[config.mk]
export PLATFORM = sky130hd
export DESIGN_NAME = caller_id_message_parser
export DESIGN_NICKNAME = d
export VERILOG_FILES = /design/src/design/cidp_pkg.sv /design/src/design/caller_id_message_parser.sv /design/src/design/cidp_front.sv /design/src/design/cidp_cmd_queue.sv /design/src/design/cidp_back.sv
export SDC_FILE = /design/constraint.sdc
export NUM_CORES = 1
export LEC_CHECK = 0
export ABC_AREA = 1
export BUFFER_PORTS_ARGS = -buffer_cell sky130_fd_sc_hd__buf_4
export CELL_PAD_IN_SITES_DETAIL_PLACEMENT = 1
export CELL_PAD_IN_SITES_GLOBAL_PLACEMENT = 2
export CORE_ASPECT_RATIO = 0.8
export CORE_UTILIZATION = 31
export DETAILED_ROUTE_END_ITERATION = 6
export GPL_TIMING_DRIVEN = 1
export HOLD_SLACK_MARGIN = 0.08
export PLACE_DENSITY_LB_ADDON = 0.15
export SYNTH_ARGS = -nofsm -noshare
export SYNTH_HDL_FRONTEND = slang
export SYNTH_SLANG_ARGS = --single-unit
[constraint.sdc]
create_clock -name clock -period 7.3 [get_ports clock]
set_clock_uncertainty 0.2 [all_clocks]
set_input_delay 1.46 -clock clock [delete_from_list [all_inputs] [get_ports clock]]
set_output_delay 1.46 -clock clock [all_outputs]
set_load 0.02 [all_outputs]
[src/design/cidp_pkg.sv]
// Shared types and constants for the caller-ID message parser.
// Used by the front end, the command queue, the back end and the top level.
// No dependencies.
package cidp_pkg;

   typedef enum logic [3:0] {
      PH_TYPE = 4'b0001,
      PH_LEN  = 4'b0010,
      PH_BODY = 4'b0100,
      PH_CSUM = 4'b1000
   } phase_type;

   typedef logic [1:0] tag_type;
   typedef logic [1:0] kind_type;

   localparam tag_type TAG_DATE   = 2'd0;
   localparam tag_type TAG_TIME   = 2'd1;
   localparam tag_type TAG_NUM    = 2'd2;
   localparam tag_type TAG_STATUS = 2'd3;

   localparam kind_type KIND_SINGLE  = 2'd0;
   localparam kind_type KIND_MULTI   = 2'd1;
   localparam kind_type KIND_UNKNOWN = 2'd2;

   localparam logic [7:0] TYPE_SINGLE_BYTE = 8'h04;
   localparam logic [7:0] TYPE_MULTI_BYTE  = 8'h80;

   localparam logic [7:0] CHAR_SLASH = 8'h2F;
   localparam logic [7:0] CHAR_COLON = 8'h3A;
   localparam logic [7:0] CHAR_DASH  = 8'h2D;

   localparam logic [7:0] POS_TIME_START = 8'd4;
   localparam logic [7:0] POS_NUM_START  = 8'd8;
   localparam logic [7:0] POS_NUM_END    = 8'd18;
   localparam logic [7:0] POS_DATE_SEP   = 8'd2;
   localparam logic [7:0] POS_TIME_SEP   = 8'd6;
   localparam logic [7:0] POS_NUM_SEP_A  = 8'd11;
   localparam logic [7:0] POS_NUM_SEP_B  = 8'd14;
   localparam logic [7:0] POS_MAX        = 8'hFF;

   typedef struct packed {
      logic       two_res;
      logic [7:0] sep_char;
      logic [7:0] main_char;
      tag_type    tag;
      kind_type   kind;
      logic       checksum_ok;
      logic [7:0] param_type;
   } cmd_type;

   typedef struct packed {
      logic [7:0] out_char;
      tag_type    field_tag;
      kind_type   msg_kind;
      logic       checksum_ok;
      logic [7:0] param_type;
      logic       last_of_run;
   } rsp_type;

endpackage

[src/design/caller_id_message_parser.sv]
// Caller-ID message parser top level: front end, command queue, back end.
// Depends on cidp_pkg, cidp_front, cidp_cmd_queue and cidp_back.
//
//   Channel   Ports                                   Handshake
//   request   req_data_byte                           req_push / req_full
//   response  rsp_out_char, rsp_field_tag,            rsp_pop / rsp_empty
//             rsp_msg_kind, rsp_checksum_ok,
//             rsp_param_type, rsp_last_of_run
//
// A byte is taken every cycle while the command queue has room.
// The back end sends one result beat per cycle while rsp_pop keeps taking
// them; a byte that inserts a separator takes two beats.
// After its byte is taken, a result passes through the command queue and then the back end's output register.
// Synchronous active-high reset returns the parser to the type-byte phase.
// A stalled response fills the queue of QUEUE_DEPTH commands, then raises req_full.
module caller_id_message_parser import cidp_pkg::*; #(
   parameter int QUEUE_DEPTH = 4
) (
   input  logic       clock,
   input  logic       reset,
   input  logic       req_push,
   output logic       req_full,
   input  logic [7:0] req_data_byte,
   output logic       rsp_empty,
   input  logic       rsp_pop,
   output logic [7:0] rsp_out_char,
   output logic [1:0] rsp_field_tag,
   output logic [1:0] rsp_msg_kind,
   output logic       rsp_checksum_ok,
   output logic [7:0] rsp_param_type,
   output logic       rsp_last_of_run
);

   logic    accept;
   logic    cmd_push;
   cmd_type cmd;
   logic    q_full;
   logic    q_empty;
   logic    q_pop;
   cmd_type q_head;
   logic    rsp_valid;
   rsp_type rsp;

   assign req_full = q_full;
   assign accept   = req_push && !q_full;

   cidp_front u_front (
      .clock     (clock),
      .reset     (reset),
      .accept    (accept),
      .data_byte (req_data_byte),
      .cmd_push  (cmd_push),
      .cmd       (cmd)
   );

   cidp_cmd_queue #(
      .DEPTH (QUEUE_DEPTH)
   ) u_queue (
      .clock    (clock),
      .reset    (reset),
      .push     (cmd_push),
      .push_cmd (cmd),
      .full     (q_full),
      .pop      (q_pop),
      .empty    (q_empty),
      .head     (q_head)
   );

   cidp_back u_back (
      .clock     (clock),
      .reset     (reset),
      .q_empty   (q_empty),
      .q_head    (q_head),
      .q_pop     (q_pop),
      .rsp_valid (rsp_valid),
      .rsp       (rsp),
      .rsp_take  (rsp_pop)
   );

   assign rsp_empty       = !rsp_valid;
   assign rsp_out_char    = rsp.out_char;
   assign rsp_field_tag   = rsp.field_tag;
   assign rsp_msg_kind    = rsp.msg_kind;
   assign rsp_checksum_ok = rsp.checksum_ok;
   assign rsp_param_type  = rsp.param_type;
   assign rsp_last_of_run = rsp.last_of_run;

endmodule

[src/design/cidp_front.sv]
// Front end: tracks the message phase, length, position and byte sum,
// and turns each accepted byte into at most one command. Depends on cidp_pkg.
module cidp_front import cidp_pkg::*; (
   input  logic       clock,
   input  logic       reset,
   input  logic       accept,
   input  logic [7:0] data_byte,
   output logic       cmd_push,
   output cmd_type    cmd
);

   phase_type  phase_ff, phase_in;
   kind_type   kind_ff, kind_in;
   logic [7:0] remaining_ff, remaining_in;
   logic [7:0] position_ff, position_in;
   logic [7:0] sum_ff, sum_in;
   logic [7:0] ptype_ff, ptype_in;
   logic [7:0] sum_add;
   logic [7:0] rem_dec;

   assign sum_add = sum_ff + data_byte;
   assign rem_dec = (remaining_ff != 8'd0) ? remaining_ff - 8'd1 : 8'd0;

   always_comb begin
      phase_in     = phase_ff;
      kind_in      = kind_ff;
      remaining_in = remaining_ff;
      position_in  = position_ff;
      sum_in       = sum_ff;
      ptype_in     = ptype_ff;
      cmd_push     = 1'b0;
      cmd          = '0;
      cmd.kind     = kind_ff;
      cmd.main_char = data_byte;
      if (accept) begin
         unique case (phase_ff)
            PH_TYPE: begin
               if (data_byte == TYPE_SINGLE_BYTE) begin
                  kind_in = KIND_SINGLE;
               end else if (data_byte == TYPE_MULTI_BYTE) begin
                  kind_in = KIND_MULTI;
               end else begin
                  kind_in = KIND_UNKNOWN;
               end
               sum_in       = data_byte;
               position_in  = 8'd0;
               remaining_in = 8'd0;
               ptype_in     = 8'd0;
               phase_in     = PH_LEN;
            end
            PH_LEN: begin
               sum_in       = sum_add;
               remaining_in = data_byte;
               phase_in     = (data_byte == 8'd0) ? PH_CSUM : PH_BODY;
            end
            PH_BODY: begin
               sum_in = sum_add;
               if (kind_ff == KIND_SINGLE) begin
                  if (position_ff < POS_TIME_START) begin
                     cmd_push     = 1'b1;
                     cmd.tag      = TAG_DATE;
                     cmd.two_res  = (position_ff == POS_DATE_SEP);
                     cmd.sep_char = CHAR_SLASH;
                  end else if (position_ff < POS_NUM_START) begin
                     cmd_push     = 1'b1;
                     cmd.tag      = TAG_TIME;
                     cmd.two_res  = (position_ff == POS_TIME_SEP);
                     cmd.sep_char = CHAR_COLON;
                  end else if (position_ff < POS_NUM_END) begin
                     cmd_push     = 1'b1;
                     cmd.tag      = TAG_NUM;
                     cmd.two_res  = (position_ff == POS_NUM_SEP_A) ||
                                    (position_ff == POS_NUM_SEP_B);
                     cmd.sep_char = CHAR_DASH;
                  end
               end else if (kind_ff == KIND_MULTI && position_ff == 8'd0) begin
                  ptype_in = data_byte;
               end
               if (position_ff != POS_MAX) begin
                  position_in = position_ff + 8'd1;
               end
               remaining_in = rem_dec;
               if (rem_dec == 8'd0) begin
                  phase_in = PH_CSUM;
               end
            end
            PH_CSUM: begin
               cmd_push        = 1'b1;
               cmd.main_char   = 8'd0;
               cmd.tag         = TAG_STATUS;
               cmd.checksum_ok = (sum_add == 8'd0);
               cmd.param_type  = (kind_ff == KIND_MULTI) ? ptype_ff : 8'd0;
               phase_in        = PH_TYPE;
            end
            default: begin
               phase_in = PH_TYPE;
            end
         endcase
      end
   end

   always_ff @(posedge clock) begin
      if (reset) begin
         phase_ff     <= PH_TYPE;
         kind_ff      <= KIND_SINGLE;
         remaining_ff <= 8'd0;
         position_ff  <= 8'd0;
         sum_ff       <= 8'd0;
         ptype_ff     <= 8'd0;
      end else begin
         phase_ff     <= phase_in;
         kind_ff      <= kind_in;
         remaining_ff <= remaining_in;
         position_ff  <= position_in;
         sum_ff       <= sum_in;
         ptype_ff     <= ptype_in;
      end
   end

endmodule

[src/design/cidp_cmd_queue.sv]
// Short command queue between the front end and the back end.
// Depends on cidp_pkg for the command type.
module cidp_cmd_queue import cidp_pkg::*; #(
   parameter int DEPTH = 4
) (
   input  logic    clock,
   input  logic    reset,
   input  logic    push,
   input  cmd_type push_cmd,
   output logic    full,
   input  logic    pop,
   output logic    empty,
   output cmd_type head
);

   localparam int PTR_W = (DEPTH > 1) ? $clog2(DEPTH) : 1;
   localparam int CNT_W = $clog2(DEPTH + 1);

   cmd_type            entry_ff [DEPTH];
   logic [PTR_W-1:0]   wr_ptr_ff, wr_ptr_in;
   logic [PTR_W-1:0]   rd_ptr_ff, rd_ptr_in;
   logic [CNT_W-1:0]   count_ff, count_in;

   assign full  = (count_ff == CNT_W'(DEPTH));
   assign empty = (count_ff == '0);
   assign head  = entry_ff[rd_ptr_ff];

   always_comb begin
      wr_ptr_in = wr_ptr_ff;
      rd_ptr_in = rd_ptr_ff;
      count_in  = count_ff;
      if (push) begin
         wr_ptr_in = (wr_ptr_ff == PTR_W'(DEPTH - 1)) ? '0 : wr_ptr_ff + 1'b1;
      end
      if (pop) begin
         rd_ptr_in = (rd_ptr_ff == PTR_W'(DEPTH - 1)) ? '0 : rd_ptr_ff + 1'b1;
      end
      if (push && !pop) begin
         count_in = count_ff + 1'b1;
      end else if (pop && !push) begin
         count_in = count_ff - 1'b1;
      end
   end

   always_ff @(posedge clock) begin
      if (reset) begin
         wr_ptr_ff <= '0;
         rd_ptr_ff <= '0;
         count_ff  <= '0;
      end else begin
         wr_ptr_ff <= wr_ptr_in;
         rd_ptr_ff <= rd_ptr_in;
         count_ff  <= count_in;
      end
   end

   always_ff @(posedge clock) begin
      if (push) begin
         entry_ff[wr_ptr_ff] <= push_cmd;
      end
   end

`ifndef SYNTHESIS
   a_count_bound: assert property (@(posedge clock) disable iff (reset)
      count_ff <= CNT_W'(DEPTH)) else $error("queue count exceeds depth");
   a_no_overflow: assert property (@(posedge clock) disable iff (reset)
      push |-> !full || pop) else $error("queue written while full");
   a_no_underflow: assert property (@(posedge clock) disable iff (reset)
      pop |-> !empty) else $error("queue read while empty");
`endif

endmodule

[src/design/cidp_back.sv]
// Back end: expands each queued command into one or two result beats and
// holds the current result in an output register. Depends on cidp_pkg.
module cidp_back import cidp_pkg::*; (
   input  logic    clock,
   input  logic    reset,
   input  logic    q_empty,
   input  cmd_type q_head,
   output logic    q_pop,
   output logic    rsp_valid,
   output rsp_type rsp,
   input  logic    rsp_take
);

   logic    out_valid_ff, out_valid_in;
   rsp_type out_ff, out_in;
   logic    half_ff, half_in;
   logic    load;

   assign load      = !out_valid_ff || rsp_take;
   assign rsp_valid = out_valid_ff;
   assign rsp       = out_ff;

   always_comb begin
      out_valid_in = out_valid_ff;
      out_in       = out_ff;
      half_in      = half_ff;
      q_pop        = 1'b0;
      if (load) begin
         if (!q_empty) begin
            out_valid_in       = 1'b1;
            out_in.field_tag   = q_head.tag;
            out_in.msg_kind    = q_head.kind;
            if (q_head.two_res && !half_ff) begin
               out_in.out_char    = q_head.sep_char;
               out_in.checksum_ok = 1'b0;
               out_in.param_type  = 8'd0;
               out_in.last_of_run = 1'b0;
               half_in            = 1'b1;
            end else begin
               out_in.out_char    = q_head.main_char;
               out_in.checksum_ok = q_head.checksum_ok;
               out_in.param_type  = q_head.param_type;
               out_in.last_of_run = 1'b1;
               half_in            = 1'b0;
               q_pop              = 1'b1;
            end
         end else begin
            out_valid_in = 1'b0;
         end
      end
   end

   always_ff @(posedge clock) begin
      if (reset) begin
         out_valid_ff <= 1'b0;
         half_ff      <= 1'b0;
      end else begin
         out_valid_ff <= out_valid_in;
         half_ff      <= half_in;
      end
   end

   always_ff @(posedge clock) begin
      out_ff <= out_in;
   end

`ifndef SYNTHESIS
   a_half_has_head: assert property (@(posedge clock) disable iff (reset)
      half_ff |-> !q_empty) else $error("separator sent but command gone");
   a_half_two_res: assert property (@(posedge clock) disable iff (reset)
      half_ff |-> q_head.two_res) else $error("separator sent for single command");
   a_sep_pending: assert property (@(posedge clock) disable iff (reset)
      out_valid_ff && !out_ff.last_of_run |-> half_ff)
      else $error("separator beat without pending character");
`endif

endmodule
==> metrics, run 1 <==
Hold Vio Cnt, Final=0; worst setup path endpoint=u_queue.count_ff[2]; Congestion Overflow GR=0; number of ports placed on the die boundary=36; vertical die dimension=about 140 um; area growth from synthesis to final layout=15.1%; r2r setup slk=3.24 ns; Sinks on Clock Net=175; sequential element share of the synthesized area=60.1%; setup TNS=0 ns; fraction of registers with async set/reset=0%; WP data arrival=~4.2 ns; CP Max Fanout=57; slew at the pin with the worst max-slew slack=slightly above 0.8 ns; via count=5713; length in cells of the worst reg-to-reg path=13; WP depth=13; Post-CTS Setup Bufs=0; number of flops mapped to enable cells by yosys=126; Initial DRT Pass Iterations=4; number of setup violations in the final report=0; maximum number of pins on one net before global-route repair=58; number of buffer cells added on primary ports=35; WHS Path Cells=2; RSZ-0062 raised after global routing=no; clock transition at the registers of the reported paths=0.08 ns; vias per inst=4.86; total DRC errors in the routed layout=0; share of final-layout standard cells stronger than drive strength 1=13.7%; antenna violations before repair=0; fmax=0.246 GHz; Static Leakage=3.45 nW; highest-count cells in the layout ignoring fill and taps=edfxtp_1 (126), nor2_1 (123), nand2_1 (96); Synth Register Bits=175; core footprint=24700 um2; final HPWL from detailed placement=about 14000 um; pre-CTS WS=between 3 and 4 ns; kind of start point of the critical path=flip-flop; net count after synthesis=840; vias in the first global route=5925; Initial Util=between 30% and 40%; number of instances in the synthesized netlist=~800; cell chain of the critical path=buf_4 -> inv_1 -> o21ai_0 -> a21oi_1 -> inv_1 -> nand2_1 -> ha_1 -> inv_1 -> fa_1 -> a21oi_1 -> o21ai_0 -> o21ai_0 -> a21oi_1; areal power density over the cells=between 300 and 400 nW/um2; capture instance of the worst register-to-register path=u_queue.count_ff[2]; area of the die=26200 um2; Post-Syn Area per Cell=around 9.8 um2; Clock Root Buffer=clkbuf_16; H-Tree Level Count=4; TritonCTS clock tree=yes; global-route usage over all layers=16.7%; most frequent standard cell in the layout excluding fill and tap cells=edfxtp_1; time the worst path needs with I/O delays and setup=4.06 ns; fin crit share=55.6%; Initial DRC Count=around 270; Crit. End Element=flip-flop; final-report max-slew violation count=0; clock latency on the worst-skew pair=around 0.43 ns; wire length after detailed routing=21000 um; stage delay of the slowest cell on the critical path=between 0.6 and 0.7 ns; clock buffer depth=2; Std-Cell Rows=51; number of routed nets with antenna violations=0; critical path's slowest cell=a21oi_1; worst setup margin=3.24 ns; number of clock buffers inserted by TritonCTS=17; antenna diode count=0; width of the die=around 180 um; number of gates resized after CTS=0; number of buffers and inverters on the critical path=4; Worst Hold Class=reg -> reg; maximum vdd ir drop=~0.16 mV; leading register cell type out of synthesis=edfxtp_1; yosys synthesis warning count=0; fill count=2803; critical path class=reg -> reg; number of nets in the layout=between 800 and 900; number of unique standard cell types used by synthesis=43; status=finished, final reports clean; worst path required time=7.41 ns; Hold-fix buffers, CTS=0; detail-routed net length per standard cell=17.8 um; post-synth design cell area=between 7000 and 8000 um2; cell family with most CP delay=compound AO/OA/AOI/OAI gates; worst slew margin relative to its limit=46.4%; wire length of the first global-routing pass=about 34000 um; final RePlAce weighted congestion=0.781; total of max-cap violations=0
==> where the power goes <==
| group | internal [W] | total (W) | switching [W] |
|---|---|---|---|
| combinational | 0.000337 | 0.00103 | 0.000695 |
| sequential | 0.00124 | 0.00133 | 0.0000836 |
| clock | 0.000462 | 0.000904 | 0.000442 |
| total | 0.00204 | 0.00326 | 0.00122 |
==> state kept, by name, summed over array words and instances, names as in the netlist, named ones only <==
signal                cells
u_front.kind_ff           2
u_queue.wr_ptr_ff         2
u_back.rsp               22
u_queue.count_ff          3
u_front.ptype_ff          8
u_back.rsp_valid          1
u_front.remaining_ff      8
u_front.sum_ff            8
u_front.phase_ff          4
u_queue.entry_ff        104
u_back.half_ff            1
u_front.position_ff       8
u_queue.rd_ptr_ff         2
==> kinds of logic after synthesis <==
kind of cell	share of synthesized area [%]
AOI/OAI and AO/OA	12.4
xor gates and xnor gates	0.774
adders and majority gates	3.35
buffers and inverters	6.38
DFF	60.1
and+or+nand+nor	17.0
==> stage by stage <==
step / std cells / area [um2] / utilization [%] / hold slack (ns) / power [W]
after global routing: 1175 / 9120 / 36.9 / 0.324 / 0.00347
final: 1175 / 9120 / 36.9 / 0.296 / 0.00326
after CTS: 1175 / 9120 / 36.9 / 0.304 / 0.00331
after floorplan: 808 / 7920 / - / 0.257 / 0.00205
after detailed placement: 1143 / 8530 / 34.5 / 0.281 / 0.00239
after global placement: 1143 / 8530 / 34.5 / 0.289 / 0.00237
==> worst register-to-register path: cells and delay by family, from the launching register on <==
| kind | cells | cell delay (ns) |
|---|---|---|
| AND/OR/NAND/NOR | 1 | 0.25 |
| flip-flops | 1 | 0.30 |
| buffers and inverters | 4 | 1.33 |
| adder cells (fa/ha/maj) | 2 | 0.55 |
| AO/OA/AOI/OAI | 6 | 1.32 |
==> per-layer routing <==
metal	GRT usage (%)	up-vias	part of all wire (%)
met2	26.4	60	45
met1	23.7	2818	52
li1	-	2826	-
met4	3.85	0	0.75
met3	2.91	9	2.4
met5	0	-	0
==> how the worst min path moves through the flow <==
stage / startpoint / slack, ns / to
2_1_floorplan: u_front.position_ff[6] / 0.26 / u_front.position_ff[6]
3_3_place_gp: u_front.position_ff[6] / 0.29 / u_front.position_ff[6]
3_5_place_dp: u_front.position_ff[6] / 0.28 / u_front.position_ff[6]
4_1_cts: u_front.position_ff[6] / 0.30 / u_front.position_ff[6]
5_1_grt: u_front.position_ff[6] / 0.32 / u_front.position_ff[6]
6_report: u_front.position_ff[6] / 0.30 / u_front.position_ff[6]
==> area by class of cell <==
type | count | area (um2) | share of cell area [%]
clock buffer | 17 | 425 | 4.67
clock inverter | 15 | 160 | 1.76
inverter | 97 | 367 | 4.02
multi-input combinational | 508 | 2660 | 29.2
sequential | 175 | 4760 | 52.3
tap | 318 | 398 | 4.36
timing repair buffer | 45 | 338 | 3.71
==> cell usage after synthesis, types with 2 or more instances <==
cell,instances,area share (%)
nor3_1,15,0.95
o21ai_0,78,4.9
clkbuf_1,18,0.85
nor2_1,128,6.1
nor2_2,2,0.16
nand3_1,35,2.2
o211ai_1,2,0.19
buf_2,6,0.38
nand2_1,96,4.5
edfxtp_1,126,48
fa_1,2,0.51
a31oi_1,3,0.24
xor2_1,6,0.66
nand4_1,7,0.55
nand2_2,6,0.47
a211oi_2,2,0.32
o21ai_1,10,0.63
nand2_4,2,0.28
ha_1,18,2.8
inv_1,87,4.1
nand3_2,2,0.25
buf_6,3,0.43
inv_2,8,0.38
a21oi_1,47,3.0
a211oi_1,6,0.57
or2_2,2,0.16
dfxtp_1,49,12
nor2_4,4,0.57
o22ai_1,22,1.7
nand3b_1,2,0.19
o21bai_1,2,0.19
Note: power is estimated with default switching activity, not from simulation.
==> run 2: changes to the inputs <==
==> constraint.sdc (replaced) <==
create_clock -name clock -period 3.72 [get_ports clock]
set_clock_uncertainty 0.2 [all_clocks]
set_input_delay 0.744 -clock clock [delete_from_list [all_inputs] [get_ports clock]]
set_output_delay 0.744 -clock clock [all_outputs]
set_load 0.02 [all_outputs]
==> run 2 against run 1 <==
Compared with the run above:
- routed wire length up 4.7%
- critical endpoint is now u_queue.count_ff[1]
- clock power up 110%
- sequential share of layout area down 0.41 points
- worst setup slack worse by 2.7 ns
- core utilization up 0.29 points
- largest cell class unchanged
- die area unchanged
- sequential power up 98%
- non-clock buffer count up 3
==> metrics, run 2 (synthesized netlist as in run 1, its figures left out) <==
status=finished, final reports clean; maximum vdd ir drop=approximately 0.34 mV; slew at the pin with the worst max-slew slack=0.806 ns; clock transition at the registers of the reported paths=approximately 0.07 ns; maximum number of pins on one net before global-route repair=31; worst slew margin relative to its limit=45.9%; number of gates resized after CTS=0; clock buffer depth=2; Clock Root Buffer=clkbuf_16; r2r setup slk=0.56 ns; RSZ-0062 raised after global routing=no; setup TNS=0 ns; number of ports placed on the die boundary=36; share of final-layout standard cells stronger than drive strength 1=about 14%; antenna diode count=0; WP data arrival=3.27 ns; total DRC errors in the routed layout=0; total of max-cap violations=0; fmax=0.317 GHz; wire length of the first global-routing pass=34700 um; vertical die dimension=between 100 and 150 um; design internal power=0.00425 W; length in cells of the worst reg-to-reg path=11; via count=5779; relative contribution of the clock network to total power=29.3%; Post-CTS Setup Bufs=0; worst path required time=3.83 ns; number of flip-flops in the largest register=between 100 and 150; Sinks on Clock Net=175; fin crit share=84.9%; number of routed nets with antenna violations=0; detail-routed net length per standard cell=18.6 um; TritonCTS clock tree=yes; Net Sw Power=0.00235 W; Initial Util=32.1%; wire length after detailed routing=21900 um; number of clock buffers inserted by TritonCTS=17; worst hold slack after final layout=0.301 ns; switching portion of total power=approximately 36%; time the worst path needs with I/O delays and setup=3.16 ns; final-report max-slew violation count=0; number of nets in the layout=879; critical path class=reg -> reg; H-Tree Level Count=4; area growth from synthesis to final layout=16.0%; most frequent standard cell in the layout excluding fill and tap cells=edfxtp_1; width of the die=181 um; kind of start point of the critical path=flip-flop; share of power burned in registers=39.7%; highest-count cells in the layout ignoring fill and taps=edfxtp_1 (126), nor2_1 (123), nand2_1 (96); multi-input gate area in the final layout=2660 um2; areal power density over the cells=719 nW/um2; Initial DRT Pass Iterations=5; fill count=~2800; Worst Hold Class=reg -> reg; register bank with the most flops=u_queue.entry_ff; Static Leakage=~3.5 nW; global-route usage over all layers=17.5%; final RePlAce weighted congestion=roughly 0.75; area of the die=26200 um2; antenna violations before repair=0; Hold Path End=u_queue.count_ff[2]; capture instance of the worst register-to-register path=u_queue.count_ff[1]; sequential standard cell area=approximately 4800 um2; Crit. End Element=flip-flop; Std-Cell Rows=51; Hold Vio Cnt, Final=0; vias per inst=4.91; vias in the first global route=6104; clock latency on the worst-skew pair=0.43 ns; WHS Path Cells=2; final HPWL from detailed placement=around 15000 um; number of buffer cells added on primary ports=35; Hold-fix buffers, CTS=0; Initial DRC Count=approximately 230; Congestion Overflow GR=0; startpoint of the lowest-slack hold path=u_queue.count_ff[2]; combinational cell fraction of total power=30.9%; core footprint=24700 um2; CP Max Fanout=21; number of setup violations in the final report=0
[run 2: layout make-up]
cell class	instances	area share, %
multi-input cells	508	29.0
repair buffers	48	3.92
clock buffers	17	4.63
clock inverters	15	2.27
well taps	318	4.33
flip-flops and latches	175	51.9
inverters	97	3.99
[run 2: metrics by stage]
| step | util [%] | instances | setup WS [ns] | instance area, um2 | total power (W) |
|---|---|---|---|---|---|
| 3_5_place_dp | 34.6 | 1146 | 0.591 | 8550 | 0.00473 |
| 6_report | 37.2 | 1178 | 0.561 | 9190 | 0.00661 |
| 4_1_cts | 37.2 | 1178 | 0.543 | 9190 | 0.00670 |
| 3_3_place_gp | 34.6 | 1146 | 0.755 | 8550 | 0.00467 |
| 5_1_grt | 37.2 | 1178 | 0.215 | 9190 | 0.00701 |
| 2_1_floorplan | - | 808 | 0.430 | 7920 | 0.00402 |
[run 2: worst max-delay path by stage]
stage	start	to	slack, ns	cells after the start
after floorplan	rsp_pop	u_queue.count_ff[1]	0.43	8
after global placement	flip-flop	u_queue.count_ff[2]	0.75	13
after detailed placement	flip-flop	u_queue.count_ff[1]	0.59	11
after CTS	flip-flop	u_queue.count_ff[1]	0.54	11
after global routing	flip-flop	u_queue.count_ff[1]	0.22	11
final	flip-flop	u_queue.count_ff[1]	0.56	11
[run 2: power by group through the flow]
| stage | combinational (W) | sequential (W) | clock (W) |
|---|---|---|---|
| floorplan | 0.00124 | 0.00278 | 0 |
| detailed placement | 0.00206 | 0.00267 | 0 |
| global placement | 0.00201 | 0.00266 | 0 |
| CTS | 0.00208 | 0.00263 | 0.00199 |
| finish | 0.00204 | 0.00263 | 0.00194 |
| global route | 0.00230 | 0.00266 | 0.00205 |
[run 2: routing by layer]
| layer | part of all wire [%] | global-route usage (%) | vias up |
|---|---|---|---|
| met5 | 0 | 0 | - |
| met4 | 0.68 | 4.27 | 0 |
| met3 | 2.1 | 3.31 | 10 |
| met2 | 47 | 28.5 | 53 |
| met1 | 50 | 23.9 | 2883 |
| li1 | - | - | 2833 |
[run 2: worst max-delay path, stage by stage, from the launching register on]
cell     delay (ns)
dfxtp_1        0.65
inv_1          0.15
buf_4          0.25
o21ai_0        0.18
a21oi_1        0.11
inv_1          0.34
nand2_1        0.19
ha_1           0.22
inv_1          0.10
fa_1           0.41
o21ai_0        0.17
a21oi_1        0.07
